## src/hdl/lidar_express_capsule_decoder_unit_macros.svh

```systemverilog
// assertion macros shared by the capsule decoder modules
`ifndef LIDAR_EXPRESS_CAPSULE_DECODER_UNIT_MACROS_SVH
`define LIDAR_EXPRESS_CAPSULE_DECODER_UNIT_MACROS_SVH

// condition must hold in the same cycle as the trigger
`define LECD_ASSERT_NOW(label, ante, cons, msg) \
	label: assert property (@(posedge clk) disable iff (!arst_n) (ante) |-> (cons)) \
		else $error(msg);

// condition must hold in the cycle after the trigger
`define LECD_ASSERT_NEXT(label, ante, cons, msg) \
	label: assert property (@(posedge clk) disable iff (!arst_n) (ante) |=> (cons)) \
		else $error(msg);

`endif

```

## src/hdl/lecd_pkg.sv

```systemverilog
package lecd_pkg;

	// capsule layout
	localparam int CAPSULE_BYTES = 84;
	localparam int HDR_BYTES     = 4;
	localparam int CABIN_BYTES   = 5;

	// fixed field widths
	localparam int ANGLE_W = 15;
	localparam int DIST_W  = 14;
	localparam int TIME_W  = 32;
	localparam int CFG_W   = 14;
	localparam int ACC_W   = 24;
	localparam int STEP_W  = 17;
	localparam int ARAW_W  = 18;

	// time and angle steps are spread over 32 samples
	localparam int STEP_SHIFT = 5;

	// full turn in degrees times 64, and twice that
	localparam logic [16:0] FULL_Q6  = 17'd23040;
	localparam logic [16:0] FULL2_Q6 = 17'd46080;
	localparam logic signed [STEP_W-1:0] FULL_RAW = 17'sd23040;

	// capsules that must be stored before decoding starts
	localparam logic [1:0] SEEN_DECODE = 2'd2;

	// configuration register indexes
	localparam logic [1:0] CFG_SYNC_FIRST  = 2'd0;
	localparam logic [1:0] CFG_SYNC_SECOND = 2'd1;
	localparam logic [1:0] CFG_MIN_DIST    = 2'd2;
	localparam logic [1:0] CFG_MAX_DIST    = 2'd3;

	// configuration reset values
	localparam logic [3:0]        SYNC_FIRST_RST  = 4'd10;
	localparam logic [3:0]        SYNC_SECOND_RST = 4'd5;
	localparam logic [DIST_W-1:0] MIN_DIST_RST    = 14'd0;
	localparam logic [DIST_W-1:0] MAX_DIST_RST    = 14'd16383;

	// controller to datapath commands
	typedef struct packed {
		logic accept;
		logic rd_en;
		logic sample;
		logic emit;
	} lecd_cmd_t;

	// datapath to controller status
	typedef struct packed {
		logic decode_due;
		logic fetch_last;
		logic samp_odd;
		logic samp_last;
		logic out_free;
	} lecd_sts_t;

endpackage

```

## src/hdl/lidar_express_capsule_decoder_unit.sv

```systemverilog
// Express-scan capsule decoder. Bytes come in one per transaction with their arrival time and
// are gathered into 84-byte capsules in a two-bank 168-byte single-port memory; the first two
// bytes must carry the configured sync nibbles, otherwise the byte is dropped and assembly
// restarts. While no capsule is being decoded a byte is taken every cycle. When the third or any
// later capsule completes, the input stalls while the capsule before it is read back and turned
// into 32 samples: each of the 16 cabins takes 5 memory reads and a drain state for the last read
// to land, then each sample passes a sample state (angle step) and an emit state (angle reduction
// into the output register) that waits while the output is held off. The memory needs no
// clearing pass after reset.
module lidar_express_capsule_decoder_unit #(
	parameter int CAPSULE_BYTES = lecd_pkg::CAPSULE_BYTES
) (
	input  logic                            clk,
	input  logic                            arst_n,
	input  logic                            in_valid,
	output logic                            in_ready,
	input  logic [7:0]                      rx_byte,
	input  logic [lecd_pkg::TIME_W-1:0]     time_us,
	output logic                            out_valid,
	input  logic                            out_ready,
	output logic [lecd_pkg::ANGLE_W-1:0]    sample_angle,
	output logic [lecd_pkg::DIST_W-1:0]     distance_q2,
	output logic [lecd_pkg::TIME_W-1:0]     sample_time_us,
	output logic                            in_range,
	output logic                            last,
	input  logic                            cfg_we,
	input  logic [1:0]                      cfg_index,
	input  logic [lecd_pkg::CFG_W-1:0]      cfg_data
);

	lecd_pkg::lecd_cmd_t cmd;
	lecd_pkg::lecd_sts_t sts;

	// sequencer
	lecd_ctrl u_ctrl (
		.clk      (clk),
		.arst_n   (arst_n),
		.in_valid (in_valid),
		.in_ready (in_ready),
		.sts      (sts),
		.cmd      (cmd)
	);

	// assembly memory, decode arithmetic and output register
	lecd_datapath #(
		.CAPSULE_BYTES (CAPSULE_BYTES)
	) u_datapath (
		.clk            (clk),
		.arst_n         (arst_n),
		.cmd            (cmd),
		.sts            (sts),
		.rx_byte        (rx_byte),
		.time_us        (time_us),
		.cfg_we         (cfg_we),
		.cfg_index      (cfg_index),
		.cfg_data       (cfg_data),
		.out_valid      (out_valid),
		.out_ready      (out_ready),
		.sample_angle   (sample_angle),
		.distance_q2    (distance_q2),
		.sample_time_us (sample_time_us),
		.in_range       (in_range),
		.last           (last)
	);

endmodule

```

## src/hdl/lecd_ctrl.sv

```systemverilog
`include "lidar_express_capsule_decoder_unit_macros.svh"

module lecd_ctrl (
	input  logic                clk,
	input  logic                arst_n,
	input  logic                in_valid,
	output logic                in_ready,
	input  lecd_pkg::lecd_sts_t sts,
	output lecd_pkg::lecd_cmd_t cmd
);

	localparam logic [2:0] S_IDLE   = 3'd0;
	localparam logic [2:0] S_FETCH  = 3'd1;
	localparam logic [2:0] S_DRAIN  = 3'd2;
	localparam logic [2:0] S_SAMPLE = 3'd3;
	localparam logic [2:0] S_EMIT   = 3'd4;

	logic [2:0] state_q;
	logic [2:0] state_d;

	// command decode
	always_comb begin
		in_ready   = (state_q == S_IDLE);
		cmd.accept = in_ready && in_valid;
		cmd.rd_en  = (state_q == S_FETCH);
		cmd.sample = (state_q == S_SAMPLE);
		cmd.emit   = (state_q == S_EMIT) && sts.out_free;
	end

	// next state
	always_comb begin
		state_d = state_q;
		case (state_q)
			S_IDLE: begin
				if (cmd.accept && sts.decode_due) begin
					state_d = S_FETCH;
				end
			end
			S_FETCH: begin
				if (sts.fetch_last) begin
					state_d = S_DRAIN;
				end
			end
			S_DRAIN: begin
				state_d = S_SAMPLE;
			end
			S_SAMPLE: begin
				state_d = S_EMIT;
			end
			S_EMIT: begin
				if (sts.out_free) begin
					if (sts.samp_last) begin
						state_d = S_IDLE;
					end else if (sts.samp_odd) begin
						state_d = S_FETCH;
					end else begin
						state_d = S_SAMPLE;
					end
				end
			end
			default: begin
				state_d = S_IDLE;
			end
		endcase
	end

	// state register
	always_ff @(posedge clk or negedge arst_n) begin
		if (!arst_n) begin
			state_q <= S_IDLE;
		end else begin
			state_q <= state_d;
		end
	end

	`LECD_ASSERT_NEXT(a_decode_stalls_input, cmd.accept && sts.decode_due, !in_ready, "input not stalled at decode start")
	`LECD_ASSERT_NEXT(a_last_emit_idles, cmd.emit && sts.samp_last, in_ready, "no return to idle after last sample")
	`LECD_ASSERT_NOW(a_read_while_stalled, cmd.rd_en, !in_ready, "memory read while input is open")

endmodule

```

## src/hdl/lecd_datapath.sv

```systemverilog
`include "lidar_express_capsule_decoder_unit_macros.svh"

module lecd_datapath #(
	parameter int CAPSULE_BYTES = lecd_pkg::CAPSULE_BYTES
) (
	input  logic                            clk,
	input  logic                            arst_n,
	input  lecd_pkg::lecd_cmd_t             cmd,
	output lecd_pkg::lecd_sts_t             sts,
	input  logic [7:0]                      rx_byte,
	input  logic [lecd_pkg::TIME_W-1:0]     time_us,
	input  logic                            cfg_we,
	input  logic [1:0]                      cfg_index,
	input  logic [lecd_pkg::CFG_W-1:0]      cfg_data,
	output logic                            out_valid,
	input  logic                            out_ready,
	output logic [lecd_pkg::ANGLE_W-1:0]    sample_angle,
	output logic [lecd_pkg::DIST_W-1:0]     distance_q2,
	output logic [lecd_pkg::TIME_W-1:0]     sample_time_us,
	output logic                            in_range,
	output logic                            last
);

	localparam int CNT_W     = $clog2(CAPSULE_BYTES);
	localparam int MEM_DEPTH = 2 * CAPSULE_BYTES;
	localparam int ADDR_W    = $clog2(MEM_DEPTH);
	localparam int CABINS    = (CAPSULE_BYTES - lecd_pkg::HDR_BYTES) / lecd_pkg::CABIN_BYTES;
	localparam int SAMPLES   = 2 * CABINS;
	localparam int SAMP_W    = $clog2(SAMPLES);
	localparam int SLOT_W    = $clog2(lecd_pkg::CABIN_BYTES);
	localparam int TSTEP_W   = lecd_pkg::TIME_W - lecd_pkg::STEP_SHIFT;
	localparam int DIST_W    = lecd_pkg::DIST_W;
	localparam int ACC_W     = lecd_pkg::ACC_W;
	localparam int STEP_W    = lecd_pkg::STEP_W;
	localparam int ARAW_W    = lecd_pkg::ARAW_W;

	// configuration registers
	logic [3:0]        sync_first_q;
	logic [3:0]        sync_second_q;
	logic [DIST_W-1:0] min_dist_q;
	logic [DIST_W-1:0] max_dist_q;

	// assembly state
	logic [CNT_W-1:0]                cnt_q;
	logic                            bank_q;
	logic [1:0]                      seen_q;
	logic [7:0]                      cur_lo_q;
	logic [6:0]                      cur_hi_q;
	logic [lecd_pkg::ANGLE_W-1:0]    prv_ang_q;
	logic [lecd_pkg::TIME_W-1:0]     prev_time_q;
	logic [lecd_pkg::TIME_W-1:0]     older_time_q;

	// decode state
	logic signed [STEP_W-1:0]        step_q;
	logic signed [ACC_W-1:0]         acc_q;
	logic [lecd_pkg::TIME_W-1:0]     t_q;
	logic [TSTEP_W-1:0]              tstep_q;
	logic [CNT_W-1:0]                rd_idx_q;
	logic [SLOT_W-1:0]               slot_q;
	logic                            cap_en_q;
	logic [SLOT_W-1:0]               cap_slot_q;
	logic [7:0]                      rd_data_q;
	logic [7:0]                      cab_q [0:lecd_pkg::CABIN_BYTES-1];
	logic [SAMP_W-1:0]               samp_q;
	logic [7:0]                      mem_q [0:MEM_DEPTH-1];

	// sample stage
	logic signed [ARAW_W-1:0]        angle_s1;
	logic [DIST_W-1:0]               dist_s1;
	logic [lecd_pkg::TIME_W-1:0]     time_s1;
	logic                            last_s1;

	// output register
	logic                            out_valid_q;
	logic [lecd_pkg::ANGLE_W-1:0]    angle_q;
	logic [DIST_W-1:0]               dist_q;
	logic [lecd_pkg::TIME_W-1:0]     time_q;
	logic                            in_range_q;
	logic                            last_q;

	logic                            drop;
	logic                            mem_we;
	logic                            cap_end;
	logic [ADDR_W-1:0]               waddr;
	logic [ADDR_W-1:0]               raddr;
	logic [lecd_pkg::ANGLE_W-1:0]    cur_raw;
	logic signed [STEP_W-1:0]        ang_diff;
	logic signed [STEP_W-1:0]        step_d;
	logic [5:0]                      off;
	logic [DIST_W-1:0]               cab_dist;
	logic [16:0]                     ang_pos;
	logic [lecd_pkg::ANGLE_W-1:0]    ang_norm;

	// sync check and capsule completion
	always_comb begin
		drop = ((cnt_q == '0) && (rx_byte[7:4] != sync_first_q)) ||
			((cnt_q == CNT_W'(1)) && (rx_byte[7:4] != sync_second_q));
		mem_we  = cmd.accept && !drop;
		cap_end = (cnt_q == CNT_W'(CAPSULE_BYTES - 1));
		waddr   = bank_q ? ADDR_W'(CAPSULE_BYTES) + ADDR_W'(cnt_q) : ADDR_W'(cnt_q);
		raddr   = bank_q ? ADDR_W'(CAPSULE_BYTES) + ADDR_W'(rd_idx_q) : ADDR_W'(rd_idx_q);
	end

	// start angle step between the previous capsule and the new one
	always_comb begin
		cur_raw  = {cur_hi_q, cur_lo_q};
		ang_diff = $signed({2'b00, cur_raw}) - $signed({2'b00, prv_ang_q});
		step_d   = (prv_ang_q > cur_raw) ? ang_diff + lecd_pkg::FULL_RAW : ang_diff;
	end

	// status to controller
	always_comb begin
		sts.decode_due = cap_end && (seen_q == lecd_pkg::SEEN_DECODE);
		sts.fetch_last = (slot_q == SLOT_W'(lecd_pkg::CABIN_BYTES - 1));
		sts.samp_odd   = samp_q[0];
		sts.samp_last  = (samp_q == SAMP_W'(SAMPLES - 1));
		sts.out_free   = !out_valid_q || out_ready;
	end

	// configuration writes
	always_ff @(posedge clk or negedge arst_n) begin
		if (!arst_n) begin
			sync_first_q  <= lecd_pkg::SYNC_FIRST_RST;
			sync_second_q <= lecd_pkg::SYNC_SECOND_RST;
			min_dist_q    <= lecd_pkg::MIN_DIST_RST;
			max_dist_q    <= lecd_pkg::MAX_DIST_RST;
		end else if (cfg_we) begin
			case (cfg_index)
				lecd_pkg::CFG_SYNC_FIRST:  sync_first_q  <= cfg_data[3:0];
				lecd_pkg::CFG_SYNC_SECOND: sync_second_q <= cfg_data[3:0];
				lecd_pkg::CFG_MIN_DIST:    min_dist_q    <= cfg_data[DIST_W-1:0];
				lecd_pkg::CFG_MAX_DIST:    max_dist_q    <= cfg_data[DIST_W-1:0];
				default: begin
				end
			endcase
		end
	end

	// byte assembly, bank swap and capsule time stamps
	always_ff @(posedge clk or negedge arst_n) begin
		if (!arst_n) begin
			cnt_q        <= '0;
			bank_q       <= 1'b0;
			seen_q       <= '0;
			prev_time_q  <= '0;
			older_time_q <= '0;
		end else if (cmd.accept) begin
			if (drop) begin
				cnt_q <= '0;
			end else if (cap_end) begin
				cnt_q        <= '0;
				bank_q       <= !bank_q;
				older_time_q <= prev_time_q;
				prev_time_q  <= time_us;
				if (seen_q != lecd_pkg::SEEN_DECODE) begin
					seen_q <= seen_q + 2'd1;
				end
			end else begin
				cnt_q <= cnt_q + CNT_W'(1);
			end
		end
	end

	// start angle bytes of the capsule being assembled
	always_ff @(posedge clk) begin
		if (mem_we && (cnt_q == CNT_W'(2))) begin
			cur_lo_q <= rx_byte;
		end
		if (mem_we && (cnt_q == CNT_W'(3))) begin
			cur_hi_q <= rx_byte[6:0];
		end
	end

	// decode setup at capsule end, then per-sample stepping
	always_ff @(posedge clk) begin
		if (mem_we && cap_end) begin
			prv_ang_q <= cur_raw;
			step_q    <= step_d;
			acc_q     <= $signed({4'b0000, prv_ang_q, 5'b00000});
			t_q       <= prev_time_q;
			tstep_q   <= TSTEP_W'((prev_time_q - older_time_q) >> lecd_pkg::STEP_SHIFT);
		end else if (cmd.sample) begin
			acc_q <= acc_q + {{(ACC_W - STEP_W){step_q[STEP_W-1]}}, step_q};
			t_q   <= t_q + {{lecd_pkg::STEP_SHIFT{1'b0}}, tstep_q};
		end
	end

	// read pointer, cabin slot and sample counters
	always_ff @(posedge clk or negedge arst_n) begin
		if (!arst_n) begin
			rd_idx_q   <= CNT_W'(lecd_pkg::HDR_BYTES);
			slot_q     <= '0;
			cap_en_q   <= 1'b0;
			cap_slot_q <= '0;
			samp_q     <= '0;
		end else begin
			cap_en_q   <= cmd.rd_en;
			cap_slot_q <= slot_q;
			if (mem_we && cap_end) begin
				rd_idx_q <= CNT_W'(lecd_pkg::HDR_BYTES);
				slot_q   <= '0;
				samp_q   <= '0;
			end else begin
				if (cmd.rd_en) begin
					rd_idx_q <= rd_idx_q + CNT_W'(1);
					slot_q   <= sts.fetch_last ? '0 : slot_q + SLOT_W'(1);
				end
				if (cmd.emit) begin
					samp_q <= samp_q + SAMP_W'(1);
				end
			end
		end
	end

	// two-bank capsule memory, one access per cycle
	always_ff @(posedge clk) begin
		if (mem_we) begin
			mem_q[waddr] <= rx_byte;
		end
		if (cmd.rd_en) begin
			rd_data_q <= mem_q[raddr];
		end
	end

	// cabin byte capture
	always_ff @(posedge clk) begin
		if (cap_en_q) begin
			cab_q[cap_slot_q] <= rd_data_q;
		end
	end

	// cabin field extraction for the current sample
	always_comb begin
		if (samp_q[0]) begin
			off      = {cab_q[2][1:0], cab_q[4][7:4]};
			cab_dist = {cab_q[3], cab_q[2][7:2]};
		end else begin
			off      = {cab_q[0][1:0], cab_q[4][3:0]};
			cab_dist = {cab_q[1], cab_q[0][7:2]};
		end
	end

	// sample stage: interpolated angle minus the offset
	always_ff @(posedge clk) begin
		if (cmd.sample) begin
			angle_s1 <= $signed({1'b0, acc_q[21:5]}) - $signed({9'b0, off, 3'b000});
			dist_s1  <= cab_dist;
			time_s1  <= t_q;
			last_s1  <= (samp_q == SAMP_W'(SAMPLES - 1));
		end
	end

	// angle reduction into one turn
	always_comb begin
		ang_pos = angle_s1[ARAW_W-1] ? angle_s1[16:0] + lecd_pkg::FULL_Q6 : angle_s1[16:0];
		if (ang_pos >= lecd_pkg::FULL2_Q6) begin
			ang_norm = lecd_pkg::ANGLE_W'(ang_pos - lecd_pkg::FULL2_Q6);
		end else if (ang_pos >= lecd_pkg::FULL_Q6) begin
			ang_norm = lecd_pkg::ANGLE_W'(ang_pos - lecd_pkg::FULL_Q6);
		end else begin
			ang_norm = ang_pos[lecd_pkg::ANGLE_W-1:0];
		end
	end

	// output register valid
	always_ff @(posedge clk or negedge arst_n) begin
		if (!arst_n) begin
			out_valid_q <= 1'b0;
		end else if (cmd.emit) begin
			out_valid_q <= 1'b1;
		end else if (out_ready) begin
			out_valid_q <= 1'b0;
		end
	end

	// output register payload
	always_ff @(posedge clk) begin
		if (cmd.emit) begin
			angle_q    <= ang_norm;
			dist_q     <= dist_s1;
			time_q     <= time_s1;
			in_range_q <= (dist_s1 >= min_dist_q) && (dist_s1 <= max_dist_q);
			last_q     <= last_s1;
		end
	end

	assign out_valid      = out_valid_q;
	assign sample_angle   = angle_q;
	assign distance_q2    = dist_q;
	assign sample_time_us = time_q;
	assign in_range       = in_range_q;
	assign last           = last_q;

	`LECD_ASSERT_NOW(a_no_read_on_write, mem_we, !cmd.rd_en, "memory read and write in one cycle")
	`LECD_ASSERT_NOW(a_cnt_bound, 1'b1, cnt_q < CNT_W'(CAPSULE_BYTES), "byte count past capsule end")
	`LECD_ASSERT_NOW(a_read_in_capsule, cmd.rd_en, rd_idx_q < CNT_W'(CAPSULE_BYTES), "read past capsule end")

endmodule

```

## config.mk

```make
export PLATFORM = sky130hd
export DESIGN_NAME = lidar_express_capsule_decoder_unit
export DESIGN_NICKNAME = d
export VERILOG_FILES = /design/src/hdl/lecd_pkg.sv /design/src/hdl/lidar_express_capsule_decoder_unit.sv /design/src/hdl/lecd_ctrl.sv /design/src/hdl/lecd_datapath.sv
export VERILOG_INCLUDE_DIRS = /design/src /design/src/hdl
export SDC_FILE = /design/constraint.sdc
export NUM_CORES = 2
export LEC_CHECK = 0
export BUFFER_PORTS_ARGS = -buffer_cell sky130_fd_sc_hd__buf_2
export CORE_MARGIN = 8
export CORE_UTILIZATION = 60
export DETAILED_ROUTE_END_ITERATION = 10
export PLACE_DENSITY = 0.77
export SYNTH_ARGS = -nofsm -noshare
export SYNTH_HDL_FRONTEND = slang
export SYNTH_SLANG_ARGS = --single-unit
```

## constraint.sdc

```tcl
create_clock -name clk -period 6.6 [get_ports clk]
set_clock_uncertainty 0.15 [all_clocks]
set_input_delay 0.33 -clock clk [delete_from_list [all_inputs] [get_ports clk]]
set_output_delay 0.33 -clock clk [all_outputs]
set_load 0.01 [all_outputs]
```

==> reports/metrics.cfg <==
[setup_path]
end_kind=register
path_max_fanout=48
crit_slowest_cell=dfrtp_1
required_ns=7.00
reg2reg_to=u_datapath.rd_data_q[2]
worstPathArrival_ns=4.90
rrSetupSlack_ns=2.10
r2r_cells=8
path_cells=mux2i_4, buf_4, buf_4, mux4_2, nor2b_1, a211oi_1, a21oi_1, a221o_1
r2r-start=u_datapath.bank_q
path_class=register to register
crit_path_max_incr_delay_ns=0.84
path_common_cell=buf_4
cp_top_family=buffers and inverters
crit_buf_inv=2
startpoint_type=register

[logic_synthesis]
synth_warnings=0
synthXorXnorAreaFrac_pct=1.48
synth_nets=4247
synth_top_area_share_pct=67.0
yosysUniqueCellTypes=75
synthCells=4035
synth_seq_cells=1781
synth_edf_count=1641
synth_top_family_by_area=multiplexers
synth-compound-area-share_pct=3.84
seq_area_frac_synth_pct=71.8
synthSimpleGateAreaFrac_pct=4.39
synth_top_area_cell=edfxtp_1
synth_fa_ha_area_share_pct=2.61
synth_mux_area_share_pct=14.1
ys.flop_type=edfxtp_1
synth_area_leaders=edfxtp_1 (67%), mux4_2 (13%), dfrtp_1 (3.9%)
avgSynthCellArea_um2=18.2
netlist_area_um2=73500
ys_async_sr_fraction_pct=7.47

[routing]
drc=0
dr.pass1.iters=6
antenna_left=0
viasPerCell=6.38
wirelength_um=168000
wl_per_cell_um=27.7
drt_iter0_markers=4620
via_count=38700

[sta]
relSlewSlack_pct=16.9
clock.fmax_mhz=222
worst_pin_slew_ns=1.24
rsz0062_at_grt=no
min_period_over_period_pct=68.2
fin_ws_ns=2.10
hold_viol_final=0
fin_hold_ws_ns=0.117
fin_crit_ns=4.50
setup_viol=0
maxSlewViolCount=0
tns_ns=0

[clocking]
clk_pin_slew_ns=0.06
cts_num_sinks=1781
cts_resized=0
cts_tree=built
cts-root-buf=clkbuf_16
clk_latency_ns=0.80
clockBufferDepth=3
cts_made_buffers=174
cts_htree_levels=4

[floorplanning]
num_rows=128
floorplan.io_pins=126
core_um2=122000
die_area_um2=134000
die_width_um=366
die_h_um=366
initial_core_util_pct=60.4

[global_route]
grt_pass1_vias=38900
antenna_found_initial=2
grt_max_degree=150
gr-usage-all-layers_pct=24.8
grt_pass1_wl_um=251000
gr-total-overflow=0

[placement]
dp_slack_ns=2.26
port-buffer-count=125
place_inst=5670
placed_area_um2=76000
dp_hpwl_um=100000
gp_congestion=0.863

[power]
p_leak_nw=28.9
peakVddDrop_uv=293
power.density_nw_per_um2=275

[layout]
drive_gt1_share_pct=21.3
nets=4497
seqCellArea_um2=52800
nFillCells=7668
n_antenna_cell=0
final_area_um2=82300
area_growth_pct=11.9
stdcell_count=6057
multiInputGateArea_um2=19500

[hold_path]
hold_path_class=input pin to register
whs_path_depth=4
worstHoldStart=time_us[0]
worstHoldEndpoint=u_datapath.prev_time_q[0]

[job]
drv_cap=0

[status]
outcome=finished, final reports clean

area by class of cell:
class / instances / area share [%]
flip-flops and latches: 1781 / 64.1
multi-input cells: 1959 / 23.7
clock buffers: 222 / 5.53
well taps: 1625 / 2.47
repair buffers: 246 / 2.30
clock inverters: 101 / 1.28
inverters: 123 / 0.567
kinds of logic after synthesis:
logic type,count (synthesis)
flip-flops,1781
AND/OR/NAND/NOR,724
multiplexers,511
AO/OA/AOI/OAI,450
buffers and inverters,295
adder cells (fa/ha/maj),151
XOR/XNOR,123
where the power goes:
group	total, mW	switching, mW	internal (mW)
sequential	12.4	0.0347	12.4
combinational	0.483	0.330	0.152
clock	9.75	4.27	5.48
total	22.6	4.63	18.0
per-stage QoR:
stage	power, mW	util [%]
floorplan	12.8	-
global placement	13.1	62.5
detailed placement	13.1	62.5
CTS	22.7	67.6
global route	23.2	67.6
finish	22.6	67.6
worst reg2reg max path: cells and delay by family, from the launching register on:
family          cells  cell delay, ns
simple gates        1            0.16
compound gates      3            1.11
flops               1            0.84
mux                 2            0.79
buf+inv             2            1.21
synth_stat cells, drive strengths merged (40+ instances only):
cell and number:
mux2 55, inv 123, nor2 259, xor2 60
buf 92, a21o 44, ha 147, nand2 241
edfxtp 1641, nor2b 46, dfrtp 114, o21ai 138
clkbuf 80, a21oi 106, mux2i 40, xnor2 63
mux4 416
sequential cells by signal, summed over array words and instances (netlist names), 8 cells and up:
signal / count
u_datapath.cur_lo_q: 8
u_datapath.cab_q: 40
u_datapath.prev_time_q: 32
u_datapath.min_dist_q: 14
u_datapath.rd_data_q: 8
u_datapath.sample_angle: 15
u_datapath.acc_q: 22
u_datapath.prv_ang_q: 15
u_datapath.older_time_q: 32
u_datapath.tstep_q: 27
u_datapath.dist_s1: 14
u_datapath.mem_q: 1344
u_datapath.distance_q2: 14
u_datapath.step_q: 17
u_datapath.max_dist_q: 14
u_datapath.sample_time_us: 32
u_datapath.angle_s1: 18
u_datapath.t_q: 32
u_datapath.time_s1: 32
placed cells by master, fill, tap and decap left out, types with 47 or more instances in the layout:
master,netlist,layout
nand2_1,241,240
xor2_1,60,59
mux2_2,55,55
a21oi_1,106,105
xnor2_1,62,60
buf_4,22,47
dfrtp_1,114,112
mux4_2,414,414
dlygate4sd3_1,0,63
clkbuf_16,0,174
buf_2,32,116
inv_1,122,121
ha_1,147,147
nor2_1,259,258
o21ai_0,131,131
edfxtp_1,1641,1641
layer usage:
metal | GRT usage [%] | vias to the layer above | wire (um)
li1 | - | 16500 | -
met1 | 34.1 | 19800 | 65400
met2 | 40.1 | 2019 | 81700
met3 | 4.89 | 345 | 14700
met4 | 8.52 | 2 | 5860
met5 | 0 | - | 13
worst max-delay path by stage:
stage	depth (start not counted)	from	slack [ns]	to
floorplan	6	u_ctrl.state_q[1]	2.13	u_datapath.samp_q[3]
global placement	6	u_datapath.rd_idx_q[0]	2.29	u_datapath.rd_data_q[3]
detailed placement	6	u_datapath.rd_idx_q[0]	2.26	u_datapath.rd_data_q[3]
CTS	8	u_datapath.bank_q	2.21	u_datapath.rd_data_q[2]
global route	6	u_datapath.rd_idx_q[0]	2.06	u_datapath.rd_data_q[4]
finish	8	u_datapath.bank_q	2.10	u_datapath.rd_data_q[2]
repair_timing:
action / CTS / global route
hold buffers: 64 / 0
endpoints found under the hold margin: 607 / 0
buffers inserted: 0 / 0
Note: power is estimated with default switching activity, not from simulation.
